### src/rtl/uvs_divider.sv
// Pipelined rounding divider: floor((num * 2^K + den/2) / den) for num <= den.
// Four long-division stages and one rounding stage. Uses uvs_pkg for nothing.
`default_nettype none

module uvs_divider #(
  parameter int unsigned K  = 32,
  parameter int unsigned CW = 8,
  parameter int unsigned NW = 8
) (
  input  wire logic          clk_i,
  input  wire logic [4:0]    en_i,
  input  wire logic [NW-1:0] num_i,
  input  wire logic [CW-1:0] den_i,
  output logic      [K:0]    quot_o
);

  localparam int unsigned RW   = (CW > NW) ? CW : NW;
  localparam int unsigned QW   = K + 1;
  localparam int unsigned STEP = (K + 3) / 4;

  logic [RW-1:0] rem_q  [4];
  logic [QW-1:0] quot_q [4];
  logic [RW-1:0] den_q  [4];

  logic [RW:0]   r_in [4];
  logic [QW-1:0] q_in [4];
  logic [RW:0]   d_in [4];

  // first stage starts from the integer part, which is 0 or 1
  always_comb begin
    d_in[0] = (RW + 1)'(den_i);
    if ((RW + 1)'(num_i) == d_in[0]) begin
      q_in[0] = QW'(1);
      r_in[0] = '0;
    end else begin
      q_in[0] = '0;
      r_in[0] = (RW + 1)'(num_i);
    end
  end

  for (genvar s = 1; s < 4; s++) begin : g_link
    assign r_in[s] = {1'b0, rem_q[s-1]};
    assign q_in[s] = quot_q[s-1];
    assign d_in[s] = {1'b0, den_q[s-1]};
  end

  // restoring steps, STEP quotient bits per stage
  for (genvar s = 0; s < 4; s++) begin : g_stage
    logic [RW:0]   r_c;
    logic [QW-1:0] q_c;

    always_comb begin
      r_c = r_in[s];
      q_c = q_in[s];
      for (int j = 0; j < STEP; j++) begin
        if (s * STEP + j < K) begin
          r_c = {r_c[RW-1:0], 1'b0};
          if (r_c >= d_in[s]) begin
            r_c = r_c - d_in[s];
            q_c = {q_c[QW-2:0], 1'b1};
          end else begin
            q_c = {q_c[QW-2:0], 1'b0};
          end
        end
      end
    end

    always_ff @(posedge clk_i) begin
      if (en_i[s]) begin
        rem_q[s]  <= r_c[RW-1:0];
        quot_q[s] <= q_c;
        den_q[s]  <= d_in[s][RW-1:0];
      end
    end
  end

  // round to nearest: bump when remainder + den/2 reaches den
  logic [RW:0] rnd_sum;
  assign rnd_sum = {1'b0, rem_q[3]} + {2'b0, den_q[3][RW-1:1]};

  always_ff @(posedge clk_i) begin
    if (en_i[4]) begin
      if (rnd_sum >= {1'b0, den_q[3]}) begin
        quot_o <= quot_q[3] + QW'(1);
      end else begin
        quot_o <= quot_q[3];
      end
    end
  end

endmodule

`default_nettype wire

### config.mk
export PLATFORM = sky130hd
export DESIGN_NAME = uvs_divider
export DESIGN_NICKNAME = d
export VERILOG_FILES = /design/src/rtl/uvs_divider.sv
export SDC_FILE = /design/constraint.sdc
export NUM_CORES = 1
export LEC_CHECK = 0
export ABC_AREA = 1
export BUFFER_PORTS_ARGS = -buffer_cell sky130_fd_sc_hd__buf_2
export CELL_PAD_IN_SITES_DETAIL_PLACEMENT = 1
export CELL_PAD_IN_SITES_GLOBAL_PLACEMENT = 1
export CORE_MARGIN = 3
export CORE_UTILIZATION = 40
export CTS_CLUSTER_DIAMETER = 40
export DETAILED_ROUTE_END_ITERATION = 10
export PLACE_DENSITY = 0.8
export SKIP_CTS_REPAIR_TIMING = 1
export SKIP_LAST_GASP = 1
export SLEW_MARGIN = 20
export SYNTH_ARGS = -nofsm -noshare
export SYNTH_HDL_FRONTEND = slang
export SYNTH_SLANG_ARGS = --single-unit
export TNS_END_PERCENT = 10
### constraint.sdc
create_clock -name clk_i -period 18.45 [get_ports clk_i]
set_clock_uncertainty 0.2 [all_clocks]
set_input_delay 3.69 -clock clk_i [delete_from_list [all_inputs] [get_ports clk_i]]
set_output_delay 3.69 -clock clk_i [all_outputs]
set_load 0.005 [all_outputs]
==> results of run 1 <==
area by class of cell:
class                   instances  area, µm²  share of cell area, %
multi-input cells            2087      13870                  59.57
flip-flops and latches        181       5435                  23.34
inverters                     439       1664                  7.146
repair buffers                131      908.4                  3.900
well taps                     672      840.8                  3.610
clock buffers                  17      425.4                  1.827
clock inverters                15      141.4                 0.6071
worst min path at each step:
| stage | start | depth (start not counted) | to |
|---|---|---|---|
| CTS | quot_q[1][5] | 0 | quot_q[2][13] |
| finish | quot_q[1][6] | 0 | quot_q[2][14] |
| detailed placement | quot_q[1][6] | 0 | quot_q[2][14] |
| floorplan | quot_q[0][2] | 0 | quot_q[1][10] |
| global placement | quot_q[2][15] | 0 | quot_q[3][23] |
| global route | quot_q[1][6] | 0 | quot_q[2][14] |
cell usage in the layout (no fill, tap or decap), types with 36 or more instances in the layout:
cell	n
nand3_1	135
o21ai_1	36
xor2_1	143
a21oi_1	151
nor2_1	176
o21ai_0	89
nand2_2	53
inv_1	399
buf_4	72
ha_1	219
xnor2_1	84
buf_2	51
nand2_1	636
edfxtp_1	181
state kept, by name, indices dropped and copies added (netlist names):
register	cells
quot_q	84
rem_q	32
quot_o	33
den_q	32
through the flow:
step | std cells | setup TNS [ns] | utilization (%) | area, µm² | worst slack (ns)
2_1_floorplan | 2742 | 0 | - | 20550 | 0.4211
3_3_place_gp | 3474 | -0.09640 | 42.92 | 21670 | -0.01990
3_5_place_dp | 3474 | -7.417 | 42.92 | 21670 | -0.8520
4_1_cts | 3506 | -3.892 | 44.04 | 22230 | -0.4602
5_1_grt | 3542 | -7.024 | 46.14 | 23290 | -0.5217
6_report | 3542 | 0 | 46.14 | 23290 | 0.5499
worst max-delay path: cells and delay by family:
family                   cells  cell delay [ns]
AO/OA/AOI/OAI               25             3.88
adder cells (fa/ha/maj)      8             2.14
buffers and inverters       22             2.29
AND/OR/NAND/NOR             60             5.88
routing by layer:
layer | GRT usage [%] | vias to the layer above | routed length (µm)
li1 | - | 9262 | -
met1 | 27.56 | 9199 | 27320
met2 | 42.21 | 325 | 32860
met3 | 2.853 | 128 | 2085
met4 | 6.967 | 6 | 1932
met5 | 0 | - | 31
cell families (layout without fill, tap and decap cells):
logic type	after synthesis	in the layout
AOI/OAI and AO/OA	410	410
xor gates and xnor gates	227	227
adders and majority gates	249	249
buffers and inverters	476	602
DFF	181	181
and+or+nand+nor	1199	1201
==> metrics.md, run 1 <==
| Metric | Value |
|---|---|
| Crit start category | input port |
| Tot GR Track Use | 22.88% |
| Critical Path RT | 18.47 ns |
| RSZ-0062 raised after global routing | yes |
| CTS buffer count | 17 |
| Synth top area cells | edfxtp_1 (26%), ha_1 (15%), nand2_1 (12%) |
| Critical path endpoint | quot_q[0][0] |
| Layout cells sized above 1 | 16.03% |
| DR iter-0 viols | 851 |
| Top-count cell post-synth | nand2_1 |
| Initial antenna violation count | 3 |
| Vias per std cell | 5.342 |
| Largest net degree at the start of global routing | 50 |
| Maximum clock path buffer count | 2 |
| Hold WS | 0.2194 ns |
| Horiz. Die Dim | 232.7 µm |
| Post-synth top area share | 26.44% |
| Total grt overflow | 0 |
| Routed Antenna Nets | 0 |
| CTS tree | yes |
| CP peak stage delay | 0.33 ns |
| Post-synthesis sequential area ratio | 26.44% |
| R2r worst-path depth | 95 |
| Clock Latency Late Sink | 0.46 ns |
| Drt pass-1 iters | 5 |
| Reg clk slew, reported paths | 0.08 ns |
| Synthesized area | 20550 µm² |
| Synth Instances | 2742 |
| Rel. slew slack | 45.58% |
| Status | finished, final reports clean |
| Slowest CP cell | a311oi_2 |
| Final WL | 64240 µm |
| Count of flip-flops with a built-in enable after synthesis | 181 |
| Chip Height | 232.7 µm |
| CP Launch Point | den_i[1] |
| Seq cells post-synth | 181 |
| Synth area leader | edfxtp_1 |
| Main combinational cell family by area after synthesis | simple AND/OR/NAND/NOR gates |
| Top post-synthesis cells by count | nand2_1 (654), inv_1 (414), ha_1 (244) |
| Period utilization | 97.02% |
| Least-Margin Pin Slew | 0.8163 ns |
| Post-Synth Simple-Gate Area | 27.08% |
| Reg2Reg Setup Slack | 1.31 ns |
| Slew Limit Fails | 0 |
| Reg-to-Reg Start | den_q[1][3] |
| Core area | 50480 µm² |
| Crit path time final | 17.90 ns |
| Ports | 55 |
| Number of global-route vias before repair | 19910 |
| Crit Path Category | in -> reg |
| Post-synthesis mux area share | 0% |
| Post-DP HPWL | 49130 µm |
| Avg Inst Size Synth | 7.496 µm² |
| Setup crit end kind | register |
| Synth warnings | 0 |
| DRC Markers | 0 |
| GP Congestion | 0.8879 |
| Post-Synth Adder-Cell Area | 15.34% |
| Clk sinks | 181 |
| Layout fillers | 6355 |
| Port Buffers | 54 |
| Fin nets | 3128 |
| Cell Rows | 82 |
| Global-route wire length before repair | 100400 µm |
| H-Tree Level Count | 4 |
| Root Driver | clkbuf_16 |
| Top FF cell, synth | edfxtp_1 |
| Compound-cell area share of the yosys netlist | 11.82% |
| Distinct cells, synth | 66 |
| XOR/XNOR Fraction of Synth Area | 9.673% |
| DR WL/cell | 18.14 µm |
| Syn Nets | 3013 |
| Final Hold Fails | 0 |
| Total of max-cap violations | 0 |
| Crit path DAT | 17.92 ns |
| Area Overhead vs Synth | 13.31% |
| Fmax | 55.87 MHz |
| Reg2reg end | rem_q[2][7] |
| Die Area | 54140 µm² |
| # diodes | 0 |
| # setup viols final | 0 |
| Async set-reset flop share out of synthesis | 0% |
| Total vias in the final route | 18920 |
| Worst-path fanout max | 9 |
| Most common cell on crit path | nand2_1 |
| HP Class | reg -> reg |
| Initial core utilization | 40.72% |
Power of run 1 is left out: the tool's default activity adds up to more than one toggle a clock period on the data nets, which glitch-free logic cannot reach.
==> inputs of run 2 (changes only) <==
--- a/config.mk
+++ b/config.mk
@@ -10,10 +10,10 @@
 export CELL_PAD_IN_SITES_DETAIL_PLACEMENT = 1
 export CELL_PAD_IN_SITES_GLOBAL_PLACEMENT = 1
 export CORE_MARGIN = 3
-export CORE_UTILIZATION = 40
+export CORE_UTILIZATION = 44
 export CTS_CLUSTER_DIAMETER = 40
 export DETAILED_ROUTE_END_ITERATION = 10
-export PLACE_DENSITY = 0.8
+export PLACE_DENSITY = 0.86
 export SKIP_CTS_REPAIR_TIMING = 1
 export SKIP_LAST_GASP = 1
 export SLEW_MARGIN = 20
==> metrics.md, run 2 (same netlist as run 1, synthesis figures left out) <==
| Metric | Value |
|---|---|
| Status | finished with violations |
| Failing checks | setup timing |
| Total of max-cap violations | 0 (unchanged) |
| Period utilization | 100.3% (+3.3 points) |
| HP Class | reg -> reg |
| DR WL/cell | 19.40 µm (+7.0%) |
| Reg clk slew, reported paths | 0.08 ns (about the same) |
| Maximum clock path buffer count | 2 (unchanged) |
| Core area | 45770 µm² (-9.3%) |
| Number of global-route vias before repair | 20600 (+3.5%) |
| Hold WS | 0.2163 ns (-0.003129 ns) |
| Global-route wire length before repair | 103200 µm (+2.8%) |
| Worst-path fanout max | 9 (unchanged) |
| Top reg by flops | quot_q |
| Crit path time final | 18.51 ns (+0.6094 ns) |
| Rel. slew slack | 45.54% (about the same) |
| GP Congestion | 0.9205 (+3.7%) |
| Reg-to-Reg Start | den_q[1][5] |
| Layout fillers | 5695 (-10%) |
| RSZ-0062 raised after global routing | yes |
| Most common cell on crit path | nand2_1 |
| Post-DP HPWL | 49840 µm (+1.4%) |
| Initial core utilization | 44.90% (+4.2 points) |
| Root Driver | clkbuf_16 |
| Top Family by Delay on Critical Path | simple AND/OR/NAND/NOR gates |
| Most frequent cells in the layout | nand2_1 (640), inv_1 (399), ha_1 (218) |
| Largest net degree at the start of global routing | 50 (unchanged) |
| Vias per std cell | 5.593 (+4.7%) |
| Routed Antenna Nets | 0 (unchanged) |
| CTS tree | yes |
| Drt pass-1 iters | 5 (unchanged) |
| Start point of the worst hold path | quot_q[2][22] |
| Pre-CTS WS | -0.9642 ns (-0.1121 ns) |
| Crit path DAT | 18.54 ns (+0.62 ns) |
| Most common cell after layout, fill and taps aside | nand2_1 |
| Slew Limit Fails | 0 (unchanged) |
| Slowest CP cell | a311oi_2 |
| Cell Rows | 78 (-4.9%) |
| Total grt overflow | 0 (unchanged) |
| H-Tree Level Count | 4 (unchanged) |
| Crit path buffers/inverters | 20 (-9.1%) |
| Max reg flops | 84 (unchanged) |
| Final Instance Area | 23220 µm² (-0.30%) |
| Critical Path RT | 18.48 ns (about the same) |
| Least-Margin Pin Slew | 0.8168 ns (+0.0005550 ns) |
| Port Buffers | 54 (unchanged) |
| Chip Height | 222.1 µm (-4.5%) |
| Crit Path Category | in -> reg |
| Worst setup margin | -0.05944 ns (-0.6094 ns) |
| Clk sinks | 181 (unchanged) |
| Layout cells sized above 1 | 15.93% (-0.093 points) |
| Fmax | 54.03 MHz (-3.3%) |
| CP peak stage delay | 0.35 ns (+0.02 ns) |
| Horiz. Die Dim | 222.1 µm (-4.5%) |
| Placed inst area | 21550 µm² (-0.55%) |
| Fin nets | 3126 (-0.064%) |
| Ports | 55 (unchanged) |
| DRC Markers | 0 (unchanged) |
| CP Launch Point | den_i[1] |
| # diodes | 0 (unchanged) |
| DR iter-0 viols | 971 (+14%) |
| Final WL | 67290 µm (+4.7%) |
| Final Hold Fails | 0 (unchanged) |
| Initial antenna violation count | 3 (unchanged) |
| Crit start category | input port |
| CTS buffer count | 17 (unchanged) |
| Clock Latency Late Sink | 0.47 ns (about the same) |
| Area Overhead vs Synth | 12.97% |
| Total vias in the final route | 19400 (+2.5%) |
| Biggest regs | quot_q: 84 flops, quot_o: 33 flops |
| # setup viols final | 4 (+4) |
| Tot GR Track Use | 25.50% (+2.6 points) |
| Setup crit end kind | register |
| Die Area | 49340 µm² (-8.9%) |
## run 2: final cells by class
class                   count  area, µm²  area share, %
multi-input cells        2087      13860          59.67
flip-flops and latches    181       5435          23.41
inverters                 439       1674          7.210
repair buffers            129      885.9          3.815
well taps                 600      750.7          3.233
clock buffers              17      425.4          1.832
clock inverters            15      192.7         0.8298
## run 2: metal layers
layer | routed length, µm | vias to the layer above | track usage [%]
li1 | - | 9277 | -
met1 | 26940 | 9449 | 29.27
met2 | 34340 | 476 | 46.68
met3 | 2938 | 190 | 4.078
met4 | 3030 | 6 | 11.02
met5 | 42 | - | 0
## run 2: worst paths after layout
check / end / slack, ns / depth (start not counted)
max: rem_q[0][3] / -0.06 / 115
min reg2reg: quot_q[3][30] / 0.22 / 0
min: quot_q[3][30] / 0.22 / 0
max reg2reg: rem_q[2][1] / 1.37 / 98
## run 2: stage by stage
stage          utilization [%]  TNS [ns]  std cells
2_1_floorplan                -         0       2742
3_3_place_gp             47.07         0       3398
3_5_place_dp             47.07    -8.131       3398
4_1_cts                  48.42    -5.038       3430
5_1_grt                  50.73    -9.438       3468
6_report                 50.73   -0.1055       3468
## run 2: worst reg2reg max path: cells and delay by family, from the launching register on
family / cells / cell delay, ns
fa+ha+maj: 8 / 2.99
simple gates: 45 / 5.06
compound gates: 32 / 6.45
flops: 1 / 0.45
buf+inv: 13 / 1.68
Power of run 2 is left out for the same reason.
==> inputs of run 3 (changes only) <==
--- a/config.mk
+++ b/config.mk
@@ -13,7 +13,7 @@
 export CORE_UTILIZATION = 44
 export CTS_CLUSTER_DIAMETER = 40
 export DETAILED_ROUTE_END_ITERATION = 10
-export PLACE_DENSITY = 0.86
+export PLACE_DENSITY = 0.84
 export SKIP_CTS_REPAIR_TIMING = 1
 export SKIP_LAST_GASP = 1
 export SLEW_MARGIN = 20
==> constraint.sdc (replaced) <==
create_clock -name clk_i -period 18.45 [get_ports clk_i]
set_clock_uncertainty 0.2 [all_clocks]
set_input_delay 3.69 -clock clk_i [delete_from_list [all_inputs] [get_ports clk_i]]
set_output_delay 3.69 -clock clk_i [all_outputs]
set_load 0.01 [all_outputs]
==> metrics.md, run 3 (same netlist as run 1, synthesis figures left out) <==
| Metric | Value |
|---|---|
| Status | finished, final reports clean |
| Slew Limit Fails | 0 (unchanged) |
| Setup_tns | 0 ns (+0.1055 ns) |
| DR WL/cell | 19.11 µm (-1.5%) |
| Least-Margin Pin Slew | 0.8534 ns (+0.03659 ns) |
| Post-DP HPWL | 49690 µm (-0.31%) |
| R2r worst-path depth | 98 (unchanged) |
| RSZ-0062 raised after global routing | yes |
| Clock Latency Late Sink | 0.46 ns (about the same) |
| Worst-path fanout max | 8 (-1) |
| Max reg flops | 84 (unchanged) |
| Hold path endpoint | quot_q[3][32] |
| Start point of the worst hold path | quot_q[2][24] |
| Most frequent cells in the layout | nand2_1 (640), inv_1 (391), ha_1 (223) |
| CTS buffer count | 17 (unchanged) |
| Global-route wire length before repair | 101900 µm (-1.2%) |
| Most common cell on crit path | nand2_1 |
| Top reg by flops | quot_q |
| Number of global-route vias before repair | 20140 (-2.2%) |
| Ports | 55 (unchanged) |
| Most common cell after layout, fill and taps aside | nand2_1 |
| Reg2reg end | rem_q[2][1] |
| Slowest CP cell | a311oi_2 |
| Area Overhead vs Synth | 11.80% |
| Routed Antenna Nets | 0 (unchanged) |
| Layout cells sized above 1 | 15.58% (-0.35 points) |
| Total grt overflow | 0 (unchanged) |
| CP peak stage delay | 0.34 ns (about the same) |
| Die Area | 49340 µm² (unchanged) |
| CTS tree | yes |
| Biggest regs | quot_q: 84 flops, quot_o: 33 flops |
| DRC Markers | 0 (unchanged) |
| Fmax | 55.33 MHz (+2.4%) |
| Total of max-cap violations | 0 (unchanged) |
| Final Hold Fails | 0 (unchanged) |
| Setup crit end kind | register |
| Layout fillers | 5741 (+0.81%) |
| Fin nets | 3107 (-0.61%) |
| Tot GR Track Use | 25.18% (-0.32 points) |
| DR iter-0 viols | 969 (-0.21%) |
| Initial core utilization | 44.90% (unchanged) |
| Crit path DAT | 18.09 ns (-0.45 ns) |
| Reg-to-Reg Start | den_q[1][6] |
| Crit start category | input port |
| # setup viols final | 0 (-4) |
| Rel. slew slack | 43.10% (-2.4 points) |
| Drt pass-1 iters | 5 (unchanged) |
| Root Driver | clkbuf_16 |
| Core area | 45770 µm² (unchanged) |
| GP Congestion | 0.9053 (-1.7%) |
| Final WL | 65940 µm (-2.0%) |
| HP Class | reg -> reg |
| Crit path time final | 18.07 ns (-0.4356 ns) |
| H-Tree Level Count | 4 (unchanged) |
| Vias per std cell | 5.542 (-0.92%) |
| Horiz. Die Dim | 222.1 µm (unchanged) |
| Hold Path Cell Cnt | 0 (unchanged) |
| Reg2Reg Setup Slack | 1.48 ns (+0.11 ns) |
| Critical Path RT | 18.46 ns (-0.02 ns) |
| Clk sinks | 181 (unchanged) |
| Chip Height | 222.1 µm (unchanged) |
| Crit Path Category | in -> reg |
| Fin util | 50.21% (-0.52 points) |
| Reg clk slew, reported paths | 0.07 ns (about the same) |
| Period utilization | 97.96% (-2.4 points) |
| Port Buffers | 54 (unchanged) |
| Total vias in the final route | 19120 (-1.4%) |
| Maximum clock path buffer count | 2 (unchanged) |
| Cell Rows | 78 (unchanged) |
| Largest net degree at the start of global routing | 50 (unchanged) |
| Initial antenna violation count | 1 (-2) |
## run 3: final cells by class
type,instances,area [µm²],share of cell area (%)
Inverter,439,1674,7.285
Sequential cell,181,5435,23.65
Multi-Input combinational cell,2088,13780,59.98
Clock inverter,15,168.9,0.7351
Antenna cell,1,2.502,0.01089
Clock buffer,17,425.4,1.851
Tap cell,600,750.7,3.267
Timing Repair Buffer,109,739.5,3.218
## run 3: layer usage
metal	part of all wire (%)	vias up	track usage [%]
met5	0	-	0
met4	3.4	0	7.864
met3	3.9	145	3.363
met2	51	420	46.32
met1	42	9319	30.34
li1	-	9235	-
## run 3: through the flow
stage               setup WS (ns)  hold slack, ns  instance area, µm²  instances
finish                     0.3762          0.2177               22980       3450
global route              -0.5320          0.2270               22980       3449
CTS                       -0.7615          0.2197               22070       3420
detailed placement         -1.054          0.2062               21480       3388
global placement          0.05658          0.2027               21470       3388
floorplan                  0.4211          0.2003               20550       2742
## run 3: how the worst max path moves through the flow
stage | depth (start not counted) | endpoint | startpoint
3_3_place_gp | 113 | rem_q[0][5] | den_i[2]
2_1_floorplan | 113 | rem_q[0][0] | den_i[1]
5_1_grt | 119 | rem_q[0][1] | num_i[7]
6_report | 116 | rem_q[0][1] | num_i[7]
4_1_cts | 114 | rem_q[0][3] | den_i[2]
3_5_place_dp | 113 | rem_q[0][3] | den_i[2]
## run 3: critical path: cells and delay by family
kind	cells	cell delay [ns]
buffers and inverters	19	1.90
and+or+nand+nor	61	6.12
adders and majority gates	8	1.99
AOI/OAI and AO/OA	28	4.27
Power of run 3 is left out for the same reason.
